## config.mk

```make
export PLATFORM = sky130hd
export DESIGN_NAME = unsigned_long_divider
export DESIGN_NICKNAME = d
export VERILOG_FILES = /design/src/design/uld_pkg.sv /design/src/design/unsigned_long_divider.sv /design/src/design/uld_datapath.sv /design/src/design/uld_ctrl.sv
export VERILOG_INCLUDE_DIRS = /design/src /design/src/design
export SDC_FILE = /design/constraint.sdc
export NUM_CORES = 2
export LEC_CHECK = 0
export BUFFER_PORTS_ARGS = -buffer_cell sky130_fd_sc_hd__buf_2
export CORE_UTILIZATION = 60
export CTS_BUF_LIST = sky130_fd_sc_hd__clkbuf_4 sky130_fd_sc_hd__clkbuf_8
export DETAILED_ROUTE_END_ITERATION = 10
export PLACE_DENSITY = 0.84
export SLEW_MARGIN = 10
export SYNTH_ARGS = -nofsm -noshare
export SYNTH_HDL_FRONTEND = slang
export SYNTH_SLANG_ARGS = --single-unit
```

## constraint.sdc

```tcl
create_clock -name clk -period 11.15 [get_ports clk]
set_input_delay 1.6725 -clock clk [delete_from_list [all_inputs] [get_ports clk]]
set_output_delay 1.6725 -clock clk [all_outputs]
set_load 0.02 [all_outputs]
```

## src/design/unsigned_long_divider_defines.svh

```systemverilog
// ----------------------------------------------------------------------------
// unsigned_long_divider_defines.svh
// Assertion macros for the unsigned long divider. Properties are sampled on
// clk and disabled while rst_n is low.
// ----------------------------------------------------------------------------
`ifndef UNSIGNED_LONG_DIVIDER_DEFINES_SVH
`define UNSIGNED_LONG_DIVIDER_DEFINES_SVH

`ifndef SYNTHESIS

// Plain property check.
`define ULD_ASSERT(label, prop) \
    label: assert property (@(posedge clk) disable iff (!rst_n) prop) \
        else $error("uld: assertion failed");

// Antecedent in one cycle, consequent in the next.
`define ULD_ASSERT_NEXT(label, ante, cons) \
    label: assert property (@(posedge clk) disable iff (!rst_n) (ante) |=> (cons)) \
        else $error("uld: next-cycle assertion failed");

`else

`define ULD_ASSERT(label, prop)
`define ULD_ASSERT_NEXT(label, ante, cons)

`endif

`endif

```

## src/design/uld_pkg.sv

```systemverilog
// ----------------------------------------------------------------------------
// uld_pkg
// Shared constants and controller/datapath interface types for the
// unsigned long divider.
// ----------------------------------------------------------------------------
package uld_pkg;

    localparam int WORD_BITS_DEF = 32;
    localparam int NUM_WORDS_DEF = 8;

    // Fixed port field widths.
    localparam int DATA_W = 32;
    localparam int POS_W  = 3;

    // Datapath commands, at most one of load/clear/align/step/emit per cycle.
    typedef struct packed {
        logic store;   // write the incoming word pair into the operand stores
        logic load;    // copy the run's words into the working registers
        logic clear;   // zero quotient and remainder (zero divisor)
        logic align;   // move the numerator up one word
        logic step;    // one restoring shift-compare-subtract step
        logic emit;    // drop the word just delivered
    } dp_cmd_t;

    typedef struct packed {
        logic d_zero;  // loaded divisor is zero
    } dp_stat_t;

endpackage

```

## src/design/unsigned_long_divider.sv

```systemverilog
// ----------------------------------------------------------------------------
// unsigned_long_divider
// Multi-word unsigned restoring long division. Word pairs arrive least
// significant first; the final pair starts the run, and quotient/remainder
// words are returned least significant first.
//
//   channel  handshake             payload
//   -------  --------------------  ----------------------------------------
//   in       in_valid / in_ready   numerator_word, divisor_word,
//                                  word_position, final_word
//   out      out_valid / out_ready quotient_word, remainder_word,
//                                  result_position, final_result, status
//
// A non-final pair is only stored. A final pair of a run of L words leads to
// a load, (NUM_WORDS - L) word alignments, L*WORD_BITS division steps (one
// full-width compare/subtract per cycle) and L result transactions. A zero
// divisor goes from load to results with no alignment and no steps. No
// clearing pass after reset.
// Output stalls hold the result word; input pairs keep being taken while
// results drain, up to and including the next run's final pair.
// ----------------------------------------------------------------------------
module unsigned_long_divider #(
    parameter int WORD_BITS = uld_pkg::WORD_BITS_DEF,
    parameter int NUM_WORDS = uld_pkg::NUM_WORDS_DEF
) (
    input  logic                        clk,
    input  logic                        rst_n,
    input  logic                        in_valid,
    output logic                        in_ready,
    input  logic [uld_pkg::DATA_W-1:0]  numerator_word,
    input  logic [uld_pkg::DATA_W-1:0]  divisor_word,
    input  logic [uld_pkg::POS_W-1:0]   word_position,
    input  logic                        final_word,
    output logic                        out_valid,
    input  logic                        out_ready,
    output logic [uld_pkg::DATA_W-1:0]  quotient_word,
    output logic [uld_pkg::DATA_W-1:0]  remainder_word,
    output logic [uld_pkg::POS_W-1:0]   result_position,
    output logic                        final_result,
    output logic                        status
);

    localparam int LEN_W = $clog2(NUM_WORDS + 1);

    uld_pkg::dp_cmd_t  cmd;
    uld_pkg::dp_stat_t stat;
    logic [LEN_W-1:0]  len;

    uld_ctrl #(
        .WORD_BITS (WORD_BITS),
        .NUM_WORDS (NUM_WORDS)
    ) u_ctrl (
        .clk             (clk),
        .rst_n           (rst_n),
        .in_valid        (in_valid),
        .in_ready        (in_ready),
        .word_position   (word_position),
        .final_word      (final_word),
        .out_valid       (out_valid),
        .out_ready       (out_ready),
        .result_position (result_position),
        .final_result    (final_result),
        .stat            (stat),
        .cmd             (cmd),
        .len             (len)
    );

    uld_datapath #(
        .WORD_BITS (WORD_BITS),
        .NUM_WORDS (NUM_WORDS)
    ) u_datapath (
        .clk            (clk),
        .cmd            (cmd),
        .len            (len),
        .numerator_word (numerator_word),
        .divisor_word   (divisor_word),
        .word_position  (word_position),
        .stat           (stat),
        .quotient_word  (quotient_word),
        .remainder_word (remainder_word)
    );

    assign status = stat.d_zero;

endmodule

```

## src/design/uld_datapath.sv

```systemverilog
// ----------------------------------------------------------------------------
// uld_datapath
// Operand stores and the full-width remainder/quotient/divisor registers.
// One restoring division step per cycle over the full register width.
// ----------------------------------------------------------------------------
module uld_datapath #(
    parameter int WORD_BITS = uld_pkg::WORD_BITS_DEF,
    parameter int NUM_WORDS = uld_pkg::NUM_WORDS_DEF
) (
    input  logic                            clk,
    input  uld_pkg::dp_cmd_t                cmd,
    input  logic [$clog2(NUM_WORDS+1)-1:0]  len,
    input  logic [uld_pkg::DATA_W-1:0]      numerator_word,
    input  logic [uld_pkg::DATA_W-1:0]      divisor_word,
    input  logic [uld_pkg::POS_W-1:0]       word_position,
    output uld_pkg::dp_stat_t               stat,
    output logic [uld_pkg::DATA_W-1:0]      quotient_word,
    output logic [uld_pkg::DATA_W-1:0]      remainder_word
);

    localparam int TW    = NUM_WORDS * WORD_BITS;
    localparam int LEN_W = $clog2(NUM_WORDS + 1);
    localparam int MW    = (NUM_WORDS > 8) ? $clog2(NUM_WORDS) : uld_pkg::POS_W;

    logic [WORD_BITS-1:0] num_store [NUM_WORDS];
    logic [WORD_BITS-1:0] div_store [NUM_WORDS];

    logic [TW-1:0] q_reg, q_next;
    logic [TW-1:0] a_reg, a_next;
    logic [TW-1:0] d_reg, d_next;

    logic [TW-1:0] q_load, d_load;
    logic [TW:0]   a_sh;
    logic [TW+1:0] diff;
    logic          borrow;

    // Operand stores: positions past the store are dropped
    for (genvar i = 0; i < NUM_WORDS; i++) begin : g_store
        always_ff @(posedge clk)
        begin
            if (cmd.store && (MW'(word_position) == MW'(i)))
            begin
                num_store[i] <= WORD_BITS'(numerator_word);
                div_store[i] <= WORD_BITS'(divisor_word);
            end
        end

        // Words beyond the run length count as zero
        assign q_load[i*WORD_BITS +: WORD_BITS] =
            (LEN_W'(i) < len) ? num_store[i] : '0;
        assign d_load[i*WORD_BITS +: WORD_BITS] =
            (LEN_W'(i) < len) ? div_store[i] : '0;
    end

    assign a_sh   = {a_reg, q_reg[TW-1]};
    assign diff   = {1'b0, a_sh} - {2'b00, d_reg};
    assign borrow = diff[TW+1];

    always_comb
    begin
        q_next = q_reg;
        a_next = a_reg;
        d_next = d_reg;
        if (cmd.load)
        begin
            q_next = q_load;
            a_next = '0;
            d_next = d_load;
        end
        else if (cmd.clear)
        begin
            q_next = '0;
            a_next = '0;
        end
        else if (cmd.align)
        begin
            q_next = q_reg << WORD_BITS;
        end
        else if (cmd.step)
        begin
            q_next = {q_reg[TW-2:0], ~borrow};
            // a_sh < 2*d, so a kept shift fits back in TW bits
            a_next = borrow ? a_sh[TW-1:0] : diff[TW-1:0];
        end
        else if (cmd.emit)
        begin
            q_next = q_reg >> WORD_BITS;
            a_next = a_reg >> WORD_BITS;
        end
    end

    always_ff @(posedge clk)
    begin
        q_reg <= q_next;
        a_reg <= a_next;
        d_reg <= d_next;
    end

    assign stat.d_zero    = (d_reg == '0);
    assign quotient_word  = uld_pkg::DATA_W'(q_reg[WORD_BITS-1:0]);
    assign remainder_word = uld_pkg::DATA_W'(a_reg[WORD_BITS-1:0]);

endmodule

```

## src/design/uld_ctrl.sv

```systemverilog
// ----------------------------------------------------------------------------
// uld_ctrl
// Sequencer for the unsigned long divider: operand intake, load, word
// alignment, division steps and result delivery.
// ----------------------------------------------------------------------------
`include "unsigned_long_divider_defines.svh"

module uld_ctrl #(
    parameter int WORD_BITS = uld_pkg::WORD_BITS_DEF,
    parameter int NUM_WORDS = uld_pkg::NUM_WORDS_DEF
) (
    input  logic                            clk,
    input  logic                            rst_n,
    input  logic                            in_valid,
    output logic                            in_ready,
    input  logic [uld_pkg::POS_W-1:0]       word_position,
    input  logic                            final_word,
    output logic                            out_valid,
    input  logic                            out_ready,
    output logic [uld_pkg::POS_W-1:0]       result_position,
    output logic                            final_result,
    input  uld_pkg::dp_stat_t               stat,
    output uld_pkg::dp_cmd_t                cmd,
    output logic [$clog2(NUM_WORDS+1)-1:0]  len
);

    localparam int TW    = NUM_WORDS * WORD_BITS;
    localparam int LEN_W = $clog2(NUM_WORDS + 1);
    localparam int PW    = (LEN_W > 4) ? LEN_W : 4;
    localparam int CNT_W = $clog2(TW + 1);

    typedef enum logic [4:0] {
        S_IDLE  = 5'b00001,
        S_LOAD  = 5'b00010,
        S_ALIGN = 5'b00100,
        S_DIV   = 5'b01000,
        S_EMIT  = 5'b10000
    } state_t;

    state_t                    state_reg, state_next;
    logic [LEN_W-1:0]          len_reg, len_next;
    logic [LEN_W-1:0]          left_reg, left_next;
    logic [CNT_W-1:0]          cnt_reg, cnt_next;
    logic [uld_pkg::POS_W-1:0] pos_reg, pos_next;
    logic                      pending_reg, pending_next;

    logic [PW-1:0]    pos_plus;
    logic [LEN_W-1:0] len_in;
    logic             in_acc, out_acc, start_req;

    // Run length: position + 1, saturated at the store depth
    assign pos_plus = PW'(word_position) + PW'(1);
    assign len_in   = (pos_plus > PW'(NUM_WORDS)) ? LEN_W'(NUM_WORDS) : LEN_W'(pos_plus);

    assign in_ready  = (state_reg == S_IDLE) || ((state_reg == S_EMIT) && !pending_reg);
    assign out_valid = (state_reg == S_EMIT);
    assign in_acc    = in_valid && in_ready;
    assign out_acc   = out_valid && out_ready;
    assign start_req = in_acc && final_word;

    always_comb
    begin
        state_next   = state_reg;
        len_next     = len_reg;
        left_next    = left_reg;
        cnt_next     = cnt_reg;
        pos_next     = pos_reg;
        pending_next = pending_reg;
        cmd          = '0;
        cmd.store    = in_acc;

        unique case (state_reg)
            S_IDLE:
            begin
                if (start_req)
                begin
                    len_next   = len_in;
                    state_next = S_LOAD;
                end
            end
            S_LOAD:
            begin
                cmd.load   = 1'b1;
                cnt_next   = CNT_W'(NUM_WORDS) - CNT_W'(len_reg);
                state_next = S_ALIGN;
            end
            S_ALIGN:
            begin
                if (stat.d_zero)
                begin
                    cmd.clear  = 1'b1;
                    left_next  = len_reg;
                    pos_next   = '0;
                    state_next = S_EMIT;
                end
                else if (cnt_reg == '0)
                begin
                    cnt_next   = CNT_W'(len_reg) * CNT_W'(WORD_BITS);
                    state_next = S_DIV;
                end
                else
                begin
                    cmd.align = 1'b1;
                    cnt_next  = cnt_reg - CNT_W'(1);
                end
            end
            S_DIV:
            begin
                cmd.step = 1'b1;
                cnt_next = cnt_reg - CNT_W'(1);
                if (cnt_reg == CNT_W'(1))
                begin
                    left_next  = len_reg;
                    pos_next   = '0;
                    state_next = S_EMIT;
                end
            end
            S_EMIT:
            begin
                // Next run's final pair may arrive while results drain
                if (start_req)
                begin
                    len_next     = len_in;
                    pending_next = 1'b1;
                end
                if (out_acc)
                begin
                    cmd.emit  = 1'b1;
                    left_next = left_reg - LEN_W'(1);
                    pos_next  = pos_reg + uld_pkg::POS_W'(1);
                    if (left_reg == LEN_W'(1))
                    begin
                        if (pending_next)
                        begin
                            pending_next = 1'b0;
                            state_next   = S_LOAD;
                        end
                        else
                        begin
                            state_next = S_IDLE;
                        end
                    end
                end
            end
            default:
            begin
                state_next = S_IDLE;
            end
        endcase
    end

    always_ff @(posedge clk or negedge rst_n)
    begin
        if (!rst_n)
        begin
            state_reg   <= S_IDLE;
            pending_reg <= 1'b0;
            left_reg    <= '0;
            cnt_reg     <= '0;
            len_reg     <= '0;
            pos_reg     <= '0;
        end
        else
        begin
            state_reg   <= state_next;
            pending_reg <= pending_next;
            left_reg    <= left_next;
            cnt_reg     <= cnt_next;
            len_reg     <= len_next;
            pos_reg     <= pos_next;
        end
    end

    assign len             = len_reg;
    assign result_position = pos_reg;
    assign final_result    = (left_reg == LEN_W'(1));

    `ULD_ASSERT(a_emit_has_words, (state_reg == S_EMIT) |-> (left_reg != '0))
    `ULD_ASSERT(a_div_has_steps, (state_reg == S_DIV) |-> (cnt_reg != '0))
    `ULD_ASSERT(a_pending_blocks_input, pending_reg |-> !in_ready)
    `ULD_ASSERT_NEXT(a_last_word_ends_emit, out_valid && out_ready && final_result, state_reg != S_EMIT)

endmodule

```

# Word level (Yosys, flattened, before mapping)
# Memories as Yosys holds them, arrays and structs flattened. A register that Yosys moved wholly into a read port is not among the register bits.
# Index checks and enable logic that the tools add are counted.
[totals]
ff_bits = 538
latch_bits = 0
mem_bits_rw = 512
rom_bits = 0
input_bits = 72
wordCells = 204
mem_count = 2
[mem_list]
columns = ["memory", "words", "word_bits", "read_ports", "rd_ports_with_merged_regs", "write_ports", "line_no", "rtl"]
rows = [
  ["u_datapath.div_store", 8, 32, 8, 8, 1, "uld_datapath.sv:26", "logic [WORD_BITS-1:0] div_store [NUM_WORDS];"],
  ["u_datapath.num_store", 8, 32, 8, 0, 1, "uld_datapath.sv:25", "logic [WORD_BITS-1:0] num_store [NUM_WORDS];"],
]
[classes]
n_addsub = 6
multipliers = 0
div = 0
order_cmp = 9
n_eq_ne = 21
n_shift = 0
n_mux = 106
bitwise_logic = 2
reduce_logical = 50
[ops]
columns = ["operator", "count"]
rows = [
  ["256-bit two-way mux", 8],
  ["32-bit two-way mux", 22],
  ["32-bit OR reduction", 14],
  ["257-bit by 256-bit subtractor with 258-bit output", 1],
  ["256-bit zero test", 1],
  ["3-bit two-way mux", 17],
  ["1-bit two-way mux", 41],
  ["5-bit two-way mux", 6],
  ["9-bit one-hot mux with 3 select lines", 1],
  ["5-bit one-hot mux with 5 select lines", 1],
  ["9-bit two-way mux", 2],
  ["3-bit by 4-bit < comparator with 1-bit output, first input constant", 4],
  ["4-bit two-way mux", 4],
  ["3-bit equality test, second input constant", 4],
  ["1-bit logical AND", 12],
  ["4-bit one-hot mux with 3 select lines", 1],
  ["9-bit by 1-bit equality test with 1-bit output, second input constant", 1],
  ["1-bit zero test", 9],
  ["9-bit zero test", 1],
  ["3-bit one-hot mux with 3 select lines", 1],
  ["9-bit by 1-bit subtractor with 9-bit output, second input constant", 1],
  ["1-bit by 4-bit < comparator with 1-bit output, first input constant", 2],
  ["2-bit by 4-bit < comparator with 1-bit output, first input constant", 2],
  ["2-bit != test, second input constant", 4],
  ["26 further kinds", 34],
]

# Longest topological paths before layout
[depth]
depth_word = 15
ltp_mapped = 19

# Modules after synthesis
# From an unflattened synthesis, not the netlist that was laid out.
[hier_totals]
hier_cells = 7876
area_unflattened_um2 = 74620.3
[by_module_without_submodules]
columns = ["mod", "n_inst", "cells_per_inst", "area_each_um2", "seq_area_each_um2"]
rows = [
  ["uld_datapath", 1, 7672, 72882.4, 35874.4],
  ["uld_ctrl", 1, 204, 1737.9, 651.9],
]

# Worst setup path after synthesis
# No wires, ideal clock.
[synth_path]
path_type = "register -> register"
start = "reg u_datapath.d_reg[68], read port of u_datapath.div_store"
end = "reg u_datapath.q_reg[0], enable pin"
arrival_time_ns = 7.573
slack_ns = 2.945
path_stages_with_launch = 9
period_less_slack_ns = 8.205
path_cell_list = "edfxtp_1 > nor4_1 > nand4_1 > nor4_1 > nand4_1 > o21ai_0 > clkbuf_1 > clkbuf_1 > or3_1"
[synth_between]
elab_chain_cells = 4
word_cells_on_any_way = 5
[synth_lines]
columns = ["item", "line_no", "rtl"]
rows = [
  ["start, declared", "uld_datapath.sv:30", "logic [TW-1:0] d_reg, d_next;"],
  ["256-bit zero test *", "uld_datapath.sv:99", "assign stat.d_zero = (d_reg == '0);"],
  ["1-bit two-way mux", "uld_ctrl.sv:89", "if (stat.d_zero)"],
  ["2-bit two-way mux *", "uld_ctrl.sv:72", "unique case (state_reg)"],
  ["5-bit nonzero test (no line) *", "--", ""],
  ["end signal, assigned", "uld_datapath.sv:94", "q_reg <= q_next;"],
  ["end, declared", "uld_datapath.sv:28", "logic [TW-1:0] q_reg, q_next;"],
]
# Mark *: on every way between the ends. The rest lies on a longest branch, timed or not.
# A chain may end at the register's enable or synchronous reset.

# Worst setup path in the final report
[layout_path]
start = "reg u_datapath.d_reg[152], read port of u_datapath.div_store"
end = "reg u_datapath.a_reg[71]"
[layout_between]
elab_chain_cells = 5
word_cells_on_any_way = 10
[layout_lines]
columns = ["item", "line_no", "rtl"]
rows = [
  ["parallel branches: the longest is 5 deep, another holds 257-bit by 256-bit subtractor with 258-bit output", "--", ""],
  ["end signal, assigned", "uld_datapath.sv:95", "a_reg <= a_next;"],
  ["end, declared", "uld_datapath.sv:29", "logic [TW-1:0] a_reg, a_next;"],
]
# Several ways; the timed one is not identified.

==> metrics.txt <==
placed cells=9392; share of cells above drive strength 1=8.15%; fin cells=9780; Slew headroom=14.9%; TritonRoute pass-1 iters=8; flop-to-flop setup slack=4240 ps; Crit path max-delay family=compound AO/OA/AOI/OAI gates; overall via count from detail_route=68400; worst hold-check path type=reg -> reg; routed len/inst=31.3 um; IO buf count=142; grt total ovfl=0; placer congestion estimate=1.14; Die H=357 um; max-slew violation count=0; GR met3 Demand/Resource=15.7%; fillcell total=9535; Resized cells post-CTS=0; Post-synth EDFFs=1024; initial drt markers=11900; core area=124000 um^2; CP max stage cell=o21a_4; share of Yosys cell area claimed by the top area cell type=40.7%; worst slack, placed=4730 ps; largest family of logic cells by synthesized area=compound AO/OA/AOI/OAI gates; Avg Inst Size Synth=9.33 um^2; YS warnings=0; initial antenna violation count=14; vias in the first global route=63400; area of placed instances=76500 um^2; crit path DAT=7650 ps; Synth Area in Compound Gates=19.2%; total power=20.6 mW; post-synthesis xor/xnor area fraction=2.76%; clock transition at the registers of the reported paths=70 ps; register area share after synthesis=48.3%; Synthesized Nets=8440; Area Growth Syn to Fin=6.90%; leak pwr=29.2 nW; Max VDD drop=0.231 mV; top_reg_cell synth=edfxtp_1; clock buffer depth=3; outcome=complete, no violations; hpwl dp=226 mm; Yosys top cell by area=edfxtp_1; Final Setup Violations=0; Initial Utilization=60.8%; setup TNS=0 ps; mux contribution to synthesized area=2.69%; RSZ-0062 raised after global routing=no; Hold Vio Cnt, Final=0; post-route minimum period=6910 ps; DRT Wirelength=306 mm; Max Cap Viol=0; met2 usage=67.7%; Synth Area in Simple Gates=17.2%; Final period util=62.0%; GR Util met1=63.7%; CP max FO=157; top achievable clock speed=145 MHz; top cells by area, synth=edfxtp_1, dfxtp_1, nand2_1; site row count=129; cells after synthesis=8098; H-tree depth=4; critical path capture point type=flop; Netlist Area Pre-Place=75600 um^2; worst-margin pin slew=1280 ps; largest net degree at the start of global routing=297; Synth Area in Adders=4.48%; CP max stage delay=830 ps; Pwr Density=255 nW/um^2; Avg Vias per Cell=6.99; critical path class=reg -> reg; Buf/Inv on CP=3; final instance area=80800 um^2; Num CTS Buffers=203; first-pass GRT wire length=433 mm; # DRC=0; Clk Latency, worst-skew pair=980 ps; Die W=357 um; PnR worst setup slack=4240 ps; Die ar.=127000 um^2; CTS Hold Bufs=0; Synth async-reset ratio=1.99%; flop and latch count out of synthesis=1306; total track usage=46.8%; post-CTS setup buffer count=0; fin util=65.0%; CP Cell Sequence=inv_1, ha_1, a21oi_1, o21ai_0, a21oi_1, o21ai_0, a221oi_1, nand2b_1, a31oi_1, nor3_2, o21a_4, buf_12, buf_4, nor2_1, a211oi_1, a211oi_1; fin nets=8302; Max Clock Skew=87.3 ps; clock tree root driver cell=clkbuf_8; startpoint types=flop; total I/O pin count=143; Hold Slack=480 ps; post-synthesis cell type count=105; GRT busiest layer=met2; DRT antenna net count=0; clock sinks=1306; worst endpoint required time=11890 ps; TritonCTS clock tree=built
per-layer routing:
| layer | vias up | wire [um] | part of all wire [%] |
|---|---|---|---|
| li1 | 29400 | - | - |
| met1 | 32600 | 116000 | 38 |
| met2 | 5473 | 127000 | 42 |
| met3 | 918 | 45400 | 15 |
| met4 | 18 | 17000 | 5.6 |
| met5 | - | 122 | 0.040 |
layout by cell type (no fill, tap or decap), types with 34 or more instances in the layout:
cell type,netlist,layout
o211ai_1,102,102
xor2_1,97,97
nor4_1,97,94
clkbuf_8,0,213
and2_1,51,50
edfxtp_1,1024,1024
nor2_1,515,507
a21o_1,82,82
a31oi_1,52,52
inv_1,382,381
and3_1,59,51
clkbuf_4,0,78
nand4_1,178,178
mux2i_1,202,202
nor3_1,108,104
o21ai_0,831,829
o21ai_1,34,34
a21oi_1,566,563
ha_1,269,269
dfxtp_1,256,256
o21a_1,44,43
buf_2,98,143
nand3_1,256,255
nor2b_1,237,237
clkinv_1,0,43
xnor2_1,141,141
buf_4,75,59
a22oi_1,63,63
a211oi_1,320,320
nand2_1,1131,1129
o21bai_1,66,66
synth_stat cells, types with 44 or more instances:
cell / n
nor3_1: 108
a31oi_1: 52
and2_1: 51
nor2_1: 515
xor2_1: 97
a22oi_1: 63
nand2_1: 1131
mux2i_1: 202
o21a_1: 44
buf_4: 75
o211ai_1: 102
ha_1: 269
a211oi_1: 320
and3_1: 59
nand4_1: 178
o21bai_1: 66
a21oi_1: 566
clkbuf_1: 340
xnor2_1: 141
buf_2: 98
nor4_1: 97
a21o_1: 82
inv_1: 382
o21ai_0: 831
nor2b_1: 237
nand3_1: 256
edfxtp_1: 1024
dfxtp_1: 256
power by group:
| part | internal (mW) | switching, mW | leakage (nW) |
|---|---|---|---|
| clock network | 2.18 | 2.06 | 2.24 |
| logic | 2.56 | 6.32 | 15.2 |
| registers | 6.50 | 1.01 | 11.8 |
path summary, 6_finish.rpt:
path,startpoint,to,depth (start not counted)
min in group asynchronous,rst_n,u_ctrl.result_position[2],1
max in group asynchronous,rst_n,u_ctrl.len[2],1
max reg2reg,u_datapath.d_reg[152],u_datapath.a_reg[71],16
min reg2reg,u_datapath.div_store[3][15],u_datapath.d_reg[111],1
min,u_datapath.div_store[3][15],u_datapath.d_reg[111],1
max,u_datapath.d_reg[152],u_datapath.a_reg[71],16
logic make-up after synthesis:
kind of cell,after synthesis
AOI/OAI and AO/OA,2376
xor gates and xnor gates,238
and+or+nand+nor,2772
DFF,1306
muxes,203
adders and majority gates,270
buffers and inverters,933
cell type report:
type / instances / area [um^2] / share of cell area [%]
Clock buffer: 291 / 3520 / 4.35
Inverter: 383 / 1450 / 1.79
Timing Repair Buffer: 207 / 1260 / 1.56
Sequential cell: 1306 / 36500 / 45.2
Antenna cell: 8 / 20.0 / 0.0248
Clock inverter: 89 / 719 / 0.890
Multi-Input combinational cell: 5859 / 35300 / 43.6
Tap cell: 1637 / 2050 / 2.54
Note: power is estimated with default switching activity, not from simulation.
